==> config.mk <==
export PLATFORM = sky130hd
export DESIGN_NAME = plan_tag_stream_filter_top
export DESIGN_NICKNAME = d
export VERILOG_FILES = /design/src/rtl/ptsf_pkg.sv /design/src/rtl/plan_tag_stream_filter_top.sv
export SDC_FILE = /design/constraint.sdc
export NUM_CORES = 1
export LEC_CHECK = 0
export BUFFER_PORTS_ARGS = -buffer_cell sky130_fd_sc_hd__buf_4
export CAP_MARGIN = 20
export CORE_MARGIN = 2
export CORE_UTILIZATION = 50
export DETAILED_ROUTE_END_ITERATION = 16
export GPL_TIMING_DRIVEN = 1
export PLACE_DENSITY = 0.77
export SLEW_MARGIN = 5
export SYNTH_ARGS = -nofsm -noshare
export SYNTH_HDL_FRONTEND = slang
export SYNTH_SLANG_ARGS = --single-unit
==> constraint.sdc <==
create_clock -name aclk -period 3.2 [get_ports aclk]
set_input_delay 0.96 -clock aclk [delete_from_list [all_inputs] [get_ports aclk]]
set_output_delay 0.96 -clock aclk [all_outputs]
set_load 0.005 [all_outputs]
==> src/rtl/ptsf_pkg.sv <==
// ---------------------------------------------------------------------------
// ptsf_pkg: shared types and constants for the plan tag stream filter
// Holds the mode encoding, the tag characters and the literal lookups.
// ---------------------------------------------------------------------------
package ptsf_pkg;

    // Filter mode, as reported on the result channel.
    typedef enum logic [1:0] {
        MODE_IDLE       = 2'd0,
        MODE_TRYING     = 2'd1,
        MODE_PROCESSING = 2'd2
    } mode_t;

    typedef logic [15:0] char_t;
    typedef logic [2:0]  tag_idx_t;

    // Characters that steer the matchers.
    localparam char_t CH_LT    = 16'h003C;
    localparam char_t CH_GT    = 16'h003E;
    localparam char_t CH_SPACE = 16'h0020;
    localparam char_t CH_TAB   = 16'h0009;

    // Length of "<plan" and index of the last character of "</plan>".
    localparam tag_idx_t START_LEN = 3'd5;
    localparam tag_idx_t END_LAST  = 3'd6;

    // Characters of the start tag prefix "<plan".
    function automatic char_t start_lit(input tag_idx_t idx);
        char_t c;
        case (idx)
            3'd0:    c = 16'h003C;
            3'd1:    c = 16'h0070;
            3'd2:    c = 16'h006C;
            3'd3:    c = 16'h0061;
            3'd4:    c = 16'h006E;
            default: c = 16'h0000;
        endcase
        return c;
    endfunction

    // Characters of the end tag "</plan>".
    function automatic char_t end_lit(input tag_idx_t idx);
        char_t c;
        case (idx)
            3'd0:    c = 16'h003C;
            3'd1:    c = 16'h002F;
            3'd2:    c = 16'h0070;
            3'd3:    c = 16'h006C;
            3'd4:    c = 16'h0061;
            3'd5:    c = 16'h006E;
            3'd6:    c = 16'h003E;
            default: c = 16'h0000;
        endcase
        return c;
    endfunction

endpackage

==> src/rtl/plan_tag_stream_filter_top.sv <==
// ---------------------------------------------------------------------------
// plan_tag_stream_filter_top: plan block filter for UTF-16 text
// Marks each code unit as kept or dropped and reports the filter mode,
// recognising "<plan ...>" start tags and "</plan>" end tags.
// ---------------------------------------------------------------------------
//
//  Channel  | Direction | Handshake          | Payload
//  ---------+-----------+--------------------+-----------------------------
//  s_       | in        | s_valid / s_ready  | s_ch[15:0], s_at_line_start
//  m_       | out       | m_valid / m_ready  | m_keep_char, m_mode[1:0]
//  cfg_     | in        | cfg_wr_en          | cfg_wr_data (include_tags)
//
// Each item passes through the input register and then sits in the
// result register; one item is taken per cycle unless the result register stalls.
// The tag state is updated as an item moves from the input register to the
// result register; that single step of compare logic sets the rate.
// A stalled result register holds the input register, which holds s_ready.
// Synchronous active-low reset clears the tag state, include_tags and valids.
module plan_tag_stream_filter_top (
    input  logic        aclk,
    input  logic        aresetn,
    input  logic        cfg_wr_en,
    input  logic        cfg_wr_data,
    input  logic        s_valid,
    output logic        s_ready,
    input  logic [15:0] s_ch,
    input  logic        s_at_line_start,
    output logic        m_valid,
    input  logic        m_ready,
    output logic        m_keep_char,
    output logic [1:0]  m_mode
);
    import ptsf_pkg::*;

    // Configuration and tag state.
    logic     include_tags_reg;
    mode_t    run_mode_reg, run_mode_next;
    logic     start_matching_reg, start_matching_next;
    tag_idx_t start_index_reg, start_index_next;
    logic     after_end_reg, after_end_next;
    tag_idx_t end_index_reg, end_index_next;

    // Input and result registers.
    logic     in_valid_reg;
    char_t    in_ch_reg;
    logic     in_line_start_reg;
    logic     out_valid_reg;
    logic     out_keep_reg;
    mode_t    out_mode_reg;

    logic     advance;
    logic     keep_next;
    tag_idx_t end_pos;

    // An item moves on when the result register is free or being emptied.
    assign advance = in_valid_reg && (!out_valid_reg || m_ready);
    assign s_ready = !in_valid_reg || advance;

    // Configuration register.
    always_ff @(posedge aclk) begin
        if (!aresetn) begin
            include_tags_reg <= 1'b0;
        end else if (cfg_wr_en) begin
            include_tags_reg <= cfg_wr_data;
        end
    end

    // Input register.
    always_ff @(posedge aclk) begin
        if (!aresetn) begin
            in_valid_reg <= 1'b0;
        end else if (s_ready) begin
            in_valid_reg <= s_valid;
        end
    end

    always_ff @(posedge aclk) begin
        if (s_valid && s_ready) begin
            in_ch_reg         <= s_ch;
            in_line_start_reg <= s_at_line_start;
        end
    end

    // Tag matching for the item in the input register.
    always_comb begin
        run_mode_next       = run_mode_reg;
        start_matching_next = start_matching_reg;
        start_index_next    = start_index_reg;
        after_end_next      = after_end_reg;
        end_index_next      = end_index_reg;
        keep_next           = 1'b1;
        end_pos             = (end_index_reg > END_LAST) ? 3'd0 : end_index_reg;

        if (run_mode_reg == MODE_PROCESSING) begin
            // Streaming end tag match, restarting on '<'.
            if (in_ch_reg == end_lit(end_pos)) begin
                if (end_pos == END_LAST) begin
                    after_end_next      = 1'b1;
                    run_mode_next       = MODE_IDLE;
                    start_matching_next = 1'b0;
                    start_index_next    = 3'd0;
                    end_index_next      = 3'd0;
                    keep_next           = include_tags_reg;
                end else begin
                    end_index_next = end_pos + 3'd1;
                end
            end else begin
                end_index_next = (in_ch_reg == CH_LT) ? 3'd1 : 3'd0;
            end
        end else if (run_mode_reg == MODE_IDLE && !in_line_start_reg &&
                     (!after_end_reg || in_ch_reg == CH_SPACE ||
                      in_ch_reg == CH_TAB)) begin
            // Idle off line start: passes unless a non-blank after an end tag.
            keep_next = 1'b1;
        end else if (!start_matching_reg) begin
            if (in_ch_reg == CH_LT) begin
                start_matching_next = 1'b1;
                start_index_next    = 3'd1;
                run_mode_next       = MODE_TRYING;
                keep_next           = include_tags_reg;
            end
        end else if (start_index_reg < START_LEN) begin
            if (in_ch_reg == start_lit(start_index_reg)) begin
                start_index_next = start_index_reg + 3'd1;
                run_mode_next    = MODE_TRYING;
                keep_next        = include_tags_reg;
            end else begin
                // Mismatch drops the partial start tag.
                run_mode_next       = MODE_IDLE;
                start_matching_next = 1'b0;
                start_index_next    = 3'd0;
                end_index_next      = 3'd0;
                after_end_next      = 1'b0;
            end
        end else if (in_ch_reg == CH_GT) begin
            // Start tag complete: enter the body.
            run_mode_next       = MODE_PROCESSING;
            start_matching_next = 1'b0;
            start_index_next    = 3'd0;
            after_end_next      = 1'b0;
            end_index_next      = 3'd0;
            keep_next           = include_tags_reg;
        end else begin
            // Attribute characters up to '>'.
            run_mode_next = MODE_TRYING;
            keep_next     = include_tags_reg;
        end
    end

    // Tag state advances once per item.
    always_ff @(posedge aclk) begin
        if (!aresetn) begin
            run_mode_reg       <= MODE_IDLE;
            start_matching_reg <= 1'b0;
            start_index_reg    <= 3'd0;
            after_end_reg      <= 1'b0;
            end_index_reg      <= 3'd0;
        end else if (advance) begin
            run_mode_reg       <= run_mode_next;
            start_matching_reg <= start_matching_next;
            start_index_reg    <= start_index_next;
            after_end_reg      <= after_end_next;
            end_index_reg      <= end_index_next;
        end
    end

    // Result register.
    always_ff @(posedge aclk) begin
        if (!aresetn) begin
            out_valid_reg <= 1'b0;
        end else if (advance) begin
            out_valid_reg <= 1'b1;
        end else if (m_ready) begin
            out_valid_reg <= 1'b0;
        end
    end

    always_ff @(posedge aclk) begin
        if (advance) begin
            out_keep_reg <= keep_next;
            out_mode_reg <= run_mode_next;
        end
    end

    assign m_valid     = out_valid_reg;
    assign m_keep_char = out_keep_reg;
    assign m_mode      = out_mode_reg;

`ifndef SYNTHESIS
    // A start match is in progress exactly while trying.
    a_match_mode: assert property (@(posedge aclk) disable iff (!aresetn)
        start_matching_reg == (run_mode_reg == MODE_TRYING))
        else $error("start match flag disagrees with mode");

    // The end matcher only holds progress inside a body.
    a_end_idle: assert property (@(posedge aclk) disable iff (!aresetn)
        (run_mode_reg != MODE_PROCESSING) |-> (end_index_reg == 3'd0))
        else $error("end index set outside processing mode");

    // A running start match has at least '<' and never overruns the prefix.
    a_start_range: assert property (@(posedge aclk) disable iff (!aresetn)
        start_matching_reg |-> (start_index_reg != 3'd0 &&
                                start_index_reg <= START_LEN))
        else $error("start index out of range");

    // A held input item stays held while the result register is blocked.
    a_in_hold: assert property (@(posedge aclk) disable iff (!aresetn)
        (in_valid_reg && out_valid_reg && !m_ready) |=>
            (in_valid_reg && $stable(in_ch_reg)))
        else $error("input item lost during stall");
`endif

endmodule
**Word-level counts from Yosys, hierarchy flattened**

Cells that the tools add are included.

- Bits of input ports: 23
- Latch bits: 0
- Bits in read-only memories: 0
- Memories: 0
- Bits in writable memories: 0
- Logic and storage cells: 122
- Output and inout port bits: 5
- Flip-flop bits (word level): 33

- Shifts and indexed selects: 0
- Bitwise operators: 0
- Multiply operators: 0
- Add/subtract/negate cells: 2
- Reductions and logical operators: 23
- Equality and inequality tests: 22
- Divide/modulo/power cells: 0
- Magnitude comparators: 2
- Mux-type cells: 61

Operators by type and width:

| cell | number |
|---|---|
| $mux 16 | 5 |
| $mux 3 | 17 |
| $pmux 7 s7 | 1 |
| $eq 16x6->1 const B | 3 |
| $pmux 7 s5 | 1 |
| $eq 16x16->1 | 2 |
| $mux 1 | 29 |
| $eq 16x4->1 const B | 1 |
| $mux 2 | 8 |
| $eq 3x2->1 const B | 4 |
| $eq 3x3->1 const B | 4 |
| $reduce_and 7->1 | 1 |
| $add 3x1->3 const B | 2 |
| $eq 3x1->1 const B | 2 |
| $logic_not 3->1 | 2 |
| $reduce_and 6->1 | 1 |
| $reduce_bool 3->1 | 2 |
| $reduce_and 5->1 | 1 |
| $logic_and 1x1->1 | 4 |
| $logic_not 1->1 | 4 |
| $logic_or 1x1->1 | 4 |
| $ne 2x1->1 const B | 2 |
| $ne 4x1->1 const B | 1 |
| $reduce_and 4->1 | 1 |
| 7 further kinds | 8 |

**Longest topological paths before layout**

Gate-level depths: netlist (run 1).

- Depth after elaboration: 12
- Mapped depth: 10

**Least setup slack after synthesis (run 1)**

Ideal clock, no wire load.

- Path kind: flip-flop to flip-flop
- From: register start_index_reg[0]
- To: register out_keep_reg, in the netlist m_keep_char (data pin)
- Slack: 0.803 ns
- Arrival time: 2.133 ns
- Data required time: 2.935 ns
- Buffers on the path: 0
- Library setup time: 0.265 ns
- Stages on the path, launching flop included: 9
- Path through: dfxtp_1 -> inv_1 -> ha_1 -> or4_1 -> o311a_2 -> nor3_1 -> nand3_1 -> a2111oi_0 -> o21bai_1

- Cells in the longest elaborated chain, start to end: 12
- Elaborated cells on any way between the ends: 17

Ends and longest elaborated chain:

| what | RTL line | source |
|---|---|---|
| from (decl) | plan_tag_stream_filter_top.sv:39 | `tag_idx_t start_index_reg, start_index_next;` |
| from (signal assigned) | plan_tag_stream_filter_top.sv:161 | `start_index_reg <= start_index_next;` |
| $eq 3x3->1 (tied with other cells) | ptsf_pkg.sv:30 | `case (idx)` |
| $pmux 7 s5 | ptsf_pkg.sv:30 |  |
| $mux 16 | plan_tag_stream_filter_top.sv:122 | `end else if (start_index_reg < START_LEN) begin` |
| $mux 16 | plan_tag_stream_filter_top.sv:115 | `end else if (!start_matching_reg) begin` |
| $mux 16 | plan_tag_stream_filter_top.sv:110 | `end else if (run_mode_reg == MODE_IDLE && !in_line_start_reg &&` |
| $mux 16 | plan_tag_stream_filter_top.sv:94 | `if (run_mode_reg == MODE_PROCESSING) begin` |
| $eq 16x16->1 | plan_tag_stream_filter_top.sv:123 | `if (in_ch_reg == start_lit(start_index_reg)) begin` |
| $mux 1 | plan_tag_stream_filter_top.sv:123 |  |
| $mux 1 * | plan_tag_stream_filter_top.sv:122 |  |
| $mux 1 * | plan_tag_stream_filter_top.sv:115 |  |
| $mux 1 * | plan_tag_stream_filter_top.sv:110 |  |
| $mux 1 * | plan_tag_stream_filter_top.sv:94 |  |
| via keep_next | plan_tag_stream_filter_top.sv:52 | `logic keep_next;` |
| to (signal assigned) | plan_tag_stream_filter_top.sv:180 | `out_keep_reg <= keep_next;` |
| to (decl) | plan_tag_stream_filter_top.sv:48 | `logic out_keep_reg;` |

Mark *: on every way through the listed nets, which the timed path passes. The rest lies on a longest branch. The select of a mux whose other input is x is not followed.
A chain may end at the register's enable or synchronous reset.

**Worst setup path in the final report (run 1)**

Ends and elaborated chain as after synthesis.

==> results of run 1 <==
final timing paths:
| path | from | slack, ns | end | cells after the start |
|---|---|---|---|---|
| worst max-delay path | start_index_reg[0] | 0.59 | m_keep_char | 8 |
| worst min-delay path | include_tags_reg | 0.49 | include_tags_reg | 2 |
| worst max register to register | start_index_reg[0] | 0.59 | m_keep_char | 8 |
| worst min register to register | include_tags_reg | 0.49 | include_tags_reg | 2 |
critical path: stages (launching register included):
cell and delay, ns:
dfxtp_1 0.42, inv_1 0.09, ha_1 0.29, or4_1 0.54
o311a_2 0.17, nor3_1 0.21, nand3_1 0.11, a2111oi_0 0.41
o21bai_1 0.10
metal layers:
layer / routed length (microns) / vias up / part of all wire [%] / global-route usage (%)
met5: 0 / - / 0 / 0
met4: 73 / 0 / 1.9 / 7.40
met3: 187 / 6 / 4.8 / 3.55
met2: 1840 / 40 / 47 / 31.1
met1: 1830 / 764 / 47 / 25.8
li1: - / 836 / - / -
synthesized netlist by cell type (all sizes together), types with 5 or more instances:
cell and n:
edfxtp 20, nor2 14, dfxtp 13, nand2 11
inv 10, nor3 9, a21oi 8, o21ai 8
ha 7, nand3 7, nor2b 6, nand2b 5
o211ai 5
cell families (layout without fill, tap and decap cells):
family                   after synthesis  after routing  synth area share (%)
AND/OR/NAND/NOR                       83             83                  25.2
AO/OA/AOI/OAI                         53             53                  19.7
flip-flops                            33             33                  43.5
buffers and inverters                 15             47                  3.35
adder cells (fa/ha/maj)                7              7                  4.43
XOR/XNOR                               5              5                  2.22
multiplexers                           3              3                  1.52
layout make-up:
class / count / area [sq um]
clock buffers: 8 / 80.1
fillers: 347 / 1440
repair buffers: 29 / 218
multi-input cells: 151 / 1050
well taps: 48 / 60.1
inverters: 10 / 37.5
flip-flops and latches: 33 / 861
metrics by stage:
stage / utilization [%] / setup WS [ns]
finish: 61.6 / 0.593
global route: 61.6 / 0.302
CTS: 61.6 / 0.608
detailed placement: 59.5 / 0.616
global placement: 59.5 / 0.594
floorplan: - / 0.803
report_power, final:
group	total [mW]	leakage (nW)	switching (mW)	internal, mW
Combinational	0.0592	0.517	0.0282	0.0310
Sequential	0.482	0.296	0.0129	0.469
Clock	0.285	0.0395	0.131	0.154
Total	0.826	0.853	0.172	0.654
==> impl_metrics.ini, run 1 <==
[drt]
route.detailed.drc = 0
first_iter_violations = 141
drt-pass1-iter-count = 4
ant_nets = 0
num_vias = 1646
vias_per_cell = 5.90
post_drt_wl_per_cell_microns = 14.1
drt_wl_total_microns = 3930

[timing]
hold_violations = 0
holdWs_ns = 0.491
fin_skew_ns = 0.00225
layout_min_cycle_time_ns = 2.61
fin_setup_tns_ns = 0
fmax_mhz = 384
fin_crit_sh_pct = 81.5
drv_slew = 0
slew_headroom_pct = 51.1
worst_slew_pin_slew_ns = 0.733
rsz0062_at_grt = no
setup_violations = 0

[grt]
grt_max_degree = 18
antenna_found_initial = 0
grt_overflow = 0
grt_first_pass_wirelength_microns = 6470
grt.total_usage_pct = 19.4
grt_pass1_vias = 1462

[yosys]
syn-num-nets = 229
yosysTopAreaCellShare_pct = 30.4
synth_top_cell_by_area = edfxtp_1
syn_area_per_cell_sq_um = 9.93
ys_warn_count = 0
synth_edf_count = 20
ys.flop_type = edfxtp_1
ys_types = 58
synth_seq_cells = 33
syn_area_sq_um = 1980
ys_seq_area_share_pct = 43.5
netlist_instances = 199
synth.top_cells.by_area = edfxtp_1 (30%), dfxtp_1 (13%), ha_1 (4.4%)
async_reset_ff_share_pct = 0

[floorplanning]
die_w_microns = 66.9
start_util_pct = 52.8
core_sq_um = 3740
num_rows = 22
ios = 28
die_h_microns = 66.9
die_area_sq_um = 4470

[layout]
mostFrequentLayoutCells = buf_4 (29), edfxtp_1 (20), nor2_1 (14)
final_common_cell = buf_4
final_cells = 279
largest_register_ffs = 16
drive_gt1_share_pct = 17.7
fin_area_sq_um = 2310
area_growth_pct = 16.6
fin_nets = 260
n_antenna_cell = 0

[setup_path]
cp-start-kind = register
worst_setup_path_end_kind = register
crit_required_ns = 3.22
critPathMaxFanout = 8
arrival_ns = 2.63
crit_type = reg -> reg

[cts]
cts_tree = done
h-tree-depth = 2
clock_latency_ns = 0.27
cts_root_buf = clkbuf_8
clk_path_buf_depth = 2
cts_setup_buffers = 0
cts_resized = 0
clock_sinks = 33
cts_buffers = 5
postCtsHoldBufs = 0
clk_pin_slew_ns = 0.06

[min_path]
hold_path.class = reg -> reg

[placed_design]
placed_cell_area_sq_um = 2230
dp.final_hpwl_microns = 3050
portBuffers = 27
dp_cells = 271
gp_congestion = 0.899

[outcome]
status = completed

[pwr]
p_total_mw = 0.826
ir_worst_vdd_v = 0.000317
cellPowerDensity_nw_per_um2 = 358
p_leak_nw = 0.853

[flow_run]
drv_cap = 0
No activity file was read; power rests on OpenSTA's default activity.
==> run 2: changes to the inputs <==
- ABC_AREA: default -> 1
- clock period: 3.2 -> 2.4 ns (I/O delays scaled with it)
==> run 2 against run 1 <==
  * Via count is 13% higher
  * Synthesized area up 3.2%
  * First-iteration DRC count shrank 24%
  * Final cell count up 30%
  * Highest routed layer unchanged
  * Global-route usage grew 1.1 points
  * Fmax grew 19%
  * Non-clock buffer count fell by 2
  * Final area grew 4.8%
  * Clock skew up 0.0072 ns
  * Die area grew 3.0%
  * Sequential power is 35% higher
  * Setup slack lost 0.39 ns
==> impl_metrics.ini, run 2 <==
[flow_run]
drv_cap = 0

[setup_path]
worst_setup_path_end_kind = register
critPathMaxFanout = 7
path_buf_inv = 2
arrival_ns = 2.22
rr_worst_depth = 13
cp_cell_sequence = ha_1, or2_1, nor2_1, ha_1, inv_1, nand3_1, inv_1, nand2_1, nand3_1, nand2_2, nand3_4, nor3_1, a31oi_1
cpMaxStageDelayCell = dfxtp_1
rr_startpoint = end_index_reg[1]
crit_type = reg -> reg
crit_required_ns = 2.43
critPathLaunch = end_index_reg[1]
max_stage_delay_ns = 0.39
cp-start-kind = register
worstSetupPathDepth = 13
path_delay_family = simple AND/OR/NAND/NOR gates

[grt]
grt.total_usage_pct = 20.4
antenna_found_initial = 0
grt_overflow = 0
grt_pass1_vias = 1578
grt_first_pass_wirelength_microns = 6920
grt_max_degree = 18

[timing]
holdWs_ns = 0.509
fin_skew_ns = 0.00946
drv_slew = 0
fmax_mhz = 455
worst_slew_pin_slew_ns = 0.583
setup_violations = 0
slew_headroom_pct = 61.1
layout_min_cycle_time_ns = 2.20
fin_crit_sh_pct = 91.5
rsz0062_at_grt = no
hold_violations = 0
fin_setup_tns_ns = 0

[floorplanning]
core_sq_um = 3970
start_util_pct = 51.4
num_rows = 23
die_w_microns = 67.9
ios = 28
die_h_microns = 67.9
die_area_sq_um = 4610

[yosys]
ys_warn_count = 0
yosysTopAreaCellShare_pct = 29.4
synth_seq_cells = 33
async_reset_ff_share_pct = 0
syn-num-nets = 309
synth.top_cells.by_area = edfxtp_1 (29%), nand2_1 (13%), dfxtp_1 (13%)
synth_top_cell_by_area = edfxtp_1
syn_area_sq_um = 2040
netlist_instances = 279
synth_common_cells = nand2_1 (70), inv_1 (40), nor2_1 (38), nand3_1 (25), edfxtp_1 (20)
ys_seq_area_share_pct = 42.2
yosysMostFrequentCell = nand2_1
ys.flop_type = edfxtp_1
synth_edf_count = 20
ys_types = 25
syn_area_per_cell_sq_um = 7.31

[layout]
fin_nets = 343
mostFrequentLayoutCells = nand2_1 (70), inv_1 (40), nor2_1 (38)
n_antenna_cell = 0
largest_register_ffs = 16
area_growth_pct = 18.5
final_common_cell = nand2_1
drive_gt1_share_pct = 17.8
final_cells = 364
nFillCells = 360

[cts]
postCtsHoldBufs = 0
cts_root_buf = clkbuf_8
clock_sinks = 33
cts_tree = done
h-tree-depth = 2
clk_path_buf_depth = 2
clk_pin_slew_ns = 0.08
cts_setup_buffers = 0
cts_resized = 0
clock_latency_ns = 0.29
cts_buffers = 5

[pwr]
clkPwrFrac_pct = 37.7
p_switching_mw = 0.335
ir_worst_vdd_v = 0.000422
pwr-share-seq_pct = 50.0
p_int_mw = 0.966
cellPowerDensity_nw_per_um2 = 538
swShare_pct = 25.8
p_leak_nw = 1.10
pwr-share-comb_pct = 12.3

[outcome]
status = completed

[drt]
first_iter_violations = 107
ant_nets = 0
num_vias = 1864
route.detailed.drc = 0
drt-pass1-iter-count = 4
post_drt_wl_per_cell_microns = 12.1
drt_wl_total_microns = 4410
vias_per_cell = 5.12

[placed_design]
dp_cells = 356
gp_congestion = 0.875
portBuffers = 27
dp.final_hpwl_microns = 3490

[min_path]
hp-start = after_end_reg
hold_path.class = reg -> reg
min_path_cells = 2
-- run 2: cell types whose count changed in the layout (fill, tap and decap cells not counted), sizes merged, moves of 5 or more --
| cell | before | now |
|---|---|---|
| nand3 | 7 | 28 |
| nor2b | 6 | 0 |
| o21ai | 8 | 15 |
| nand4 | 2 | 9 |
| inv | 10 | 43 |
| a21oi | 8 | 13 |
| o211ai | 5 | 0 |
| nor2 | 14 | 45 |
| nand2b | 5 | 0 |
| nand2 | 11 | 75 |
-- run 2: area by class of cell --
cell class	instances	area [sq um]	share of cell area (%)
Multi-Input combinational cell	203	1020	42.1
Sequential cell	33	862	35.7
Timing Repair Buffer	27	203	8.39
Inverter	43	161	6.68
Clock buffer	6	93.8	3.88
Tap cell	50	62.6	2.59
Clock inverter	2	16.3	0.673
-- run 2: worst min-delay path: stages (launching register included) --
cell and delay [ns]:
dfxtp_1 0.34, nor2_1 0.05, nor2_1 0.08
-- run 2: layer usage --
layer | GRT usage (%) | wire (microns)
met4 | 6.75 | 52
met1 | 27.7 | 1990
met3 | 3.62 | 227
met2 | 33.2 | 2140
met5 | 0 | 0
-- run 2: kinds of logic after synthesis --
kind of cell / Yosys count / share of synthesized area (%)
simple gates: 165 / 37.3
fa+ha+maj: 7 / 4.29
compound gates: 30 / 7.48
flops: 33 / 42.2
buf+inv: 43 / 7.91
xor+xnor: 1 / 0.797
-- run 2: power by group through the flow --
| stage | combinational [mW] | clock, mW | sequential [mW] |
|---|---|---|---|
| 2_1_floorplan | 0.103 | 0 | 0.658 |
| 3_3_place_gp | 0.156 | 0 | 0.662 |
| 3_5_place_dp | 0.158 | 0 | 0.664 |
| 4_1_cts | 0.159 | 0.502 | 0.651 |
| 5_1_grt | 0.182 | 0.518 | 0.653 |
| 6_report | 0.160 | 0.490 | 0.651 |
-- run 2: path summary, 6_finish.rpt --
kind                                 endpoint  slack (ns)
worst max-delay path              m_keep_char        0.20
worst min-delay path            after_end_reg        0.51
worst min register to register  after_end_reg        0.51
worst max register to register    m_keep_char        0.20
-- run 2: per-stage QoR --
stage / setup WS, ns / area (sq um) / utilization (%) / total power, mW
floorplan: 0.409 / 2040 / - / 0.761
global placement: 0.239 / 2310 / 58.1 / 0.818
detailed placement: 0.226 / 2310 / 58.1 / 0.822
CTS: 0.213 / 2420 / 60.8 / 1.31
global route: 0.0197 / 2420 / 60.9 / 1.35
finish: 0.205 / 2420 / 60.9 / 1.30
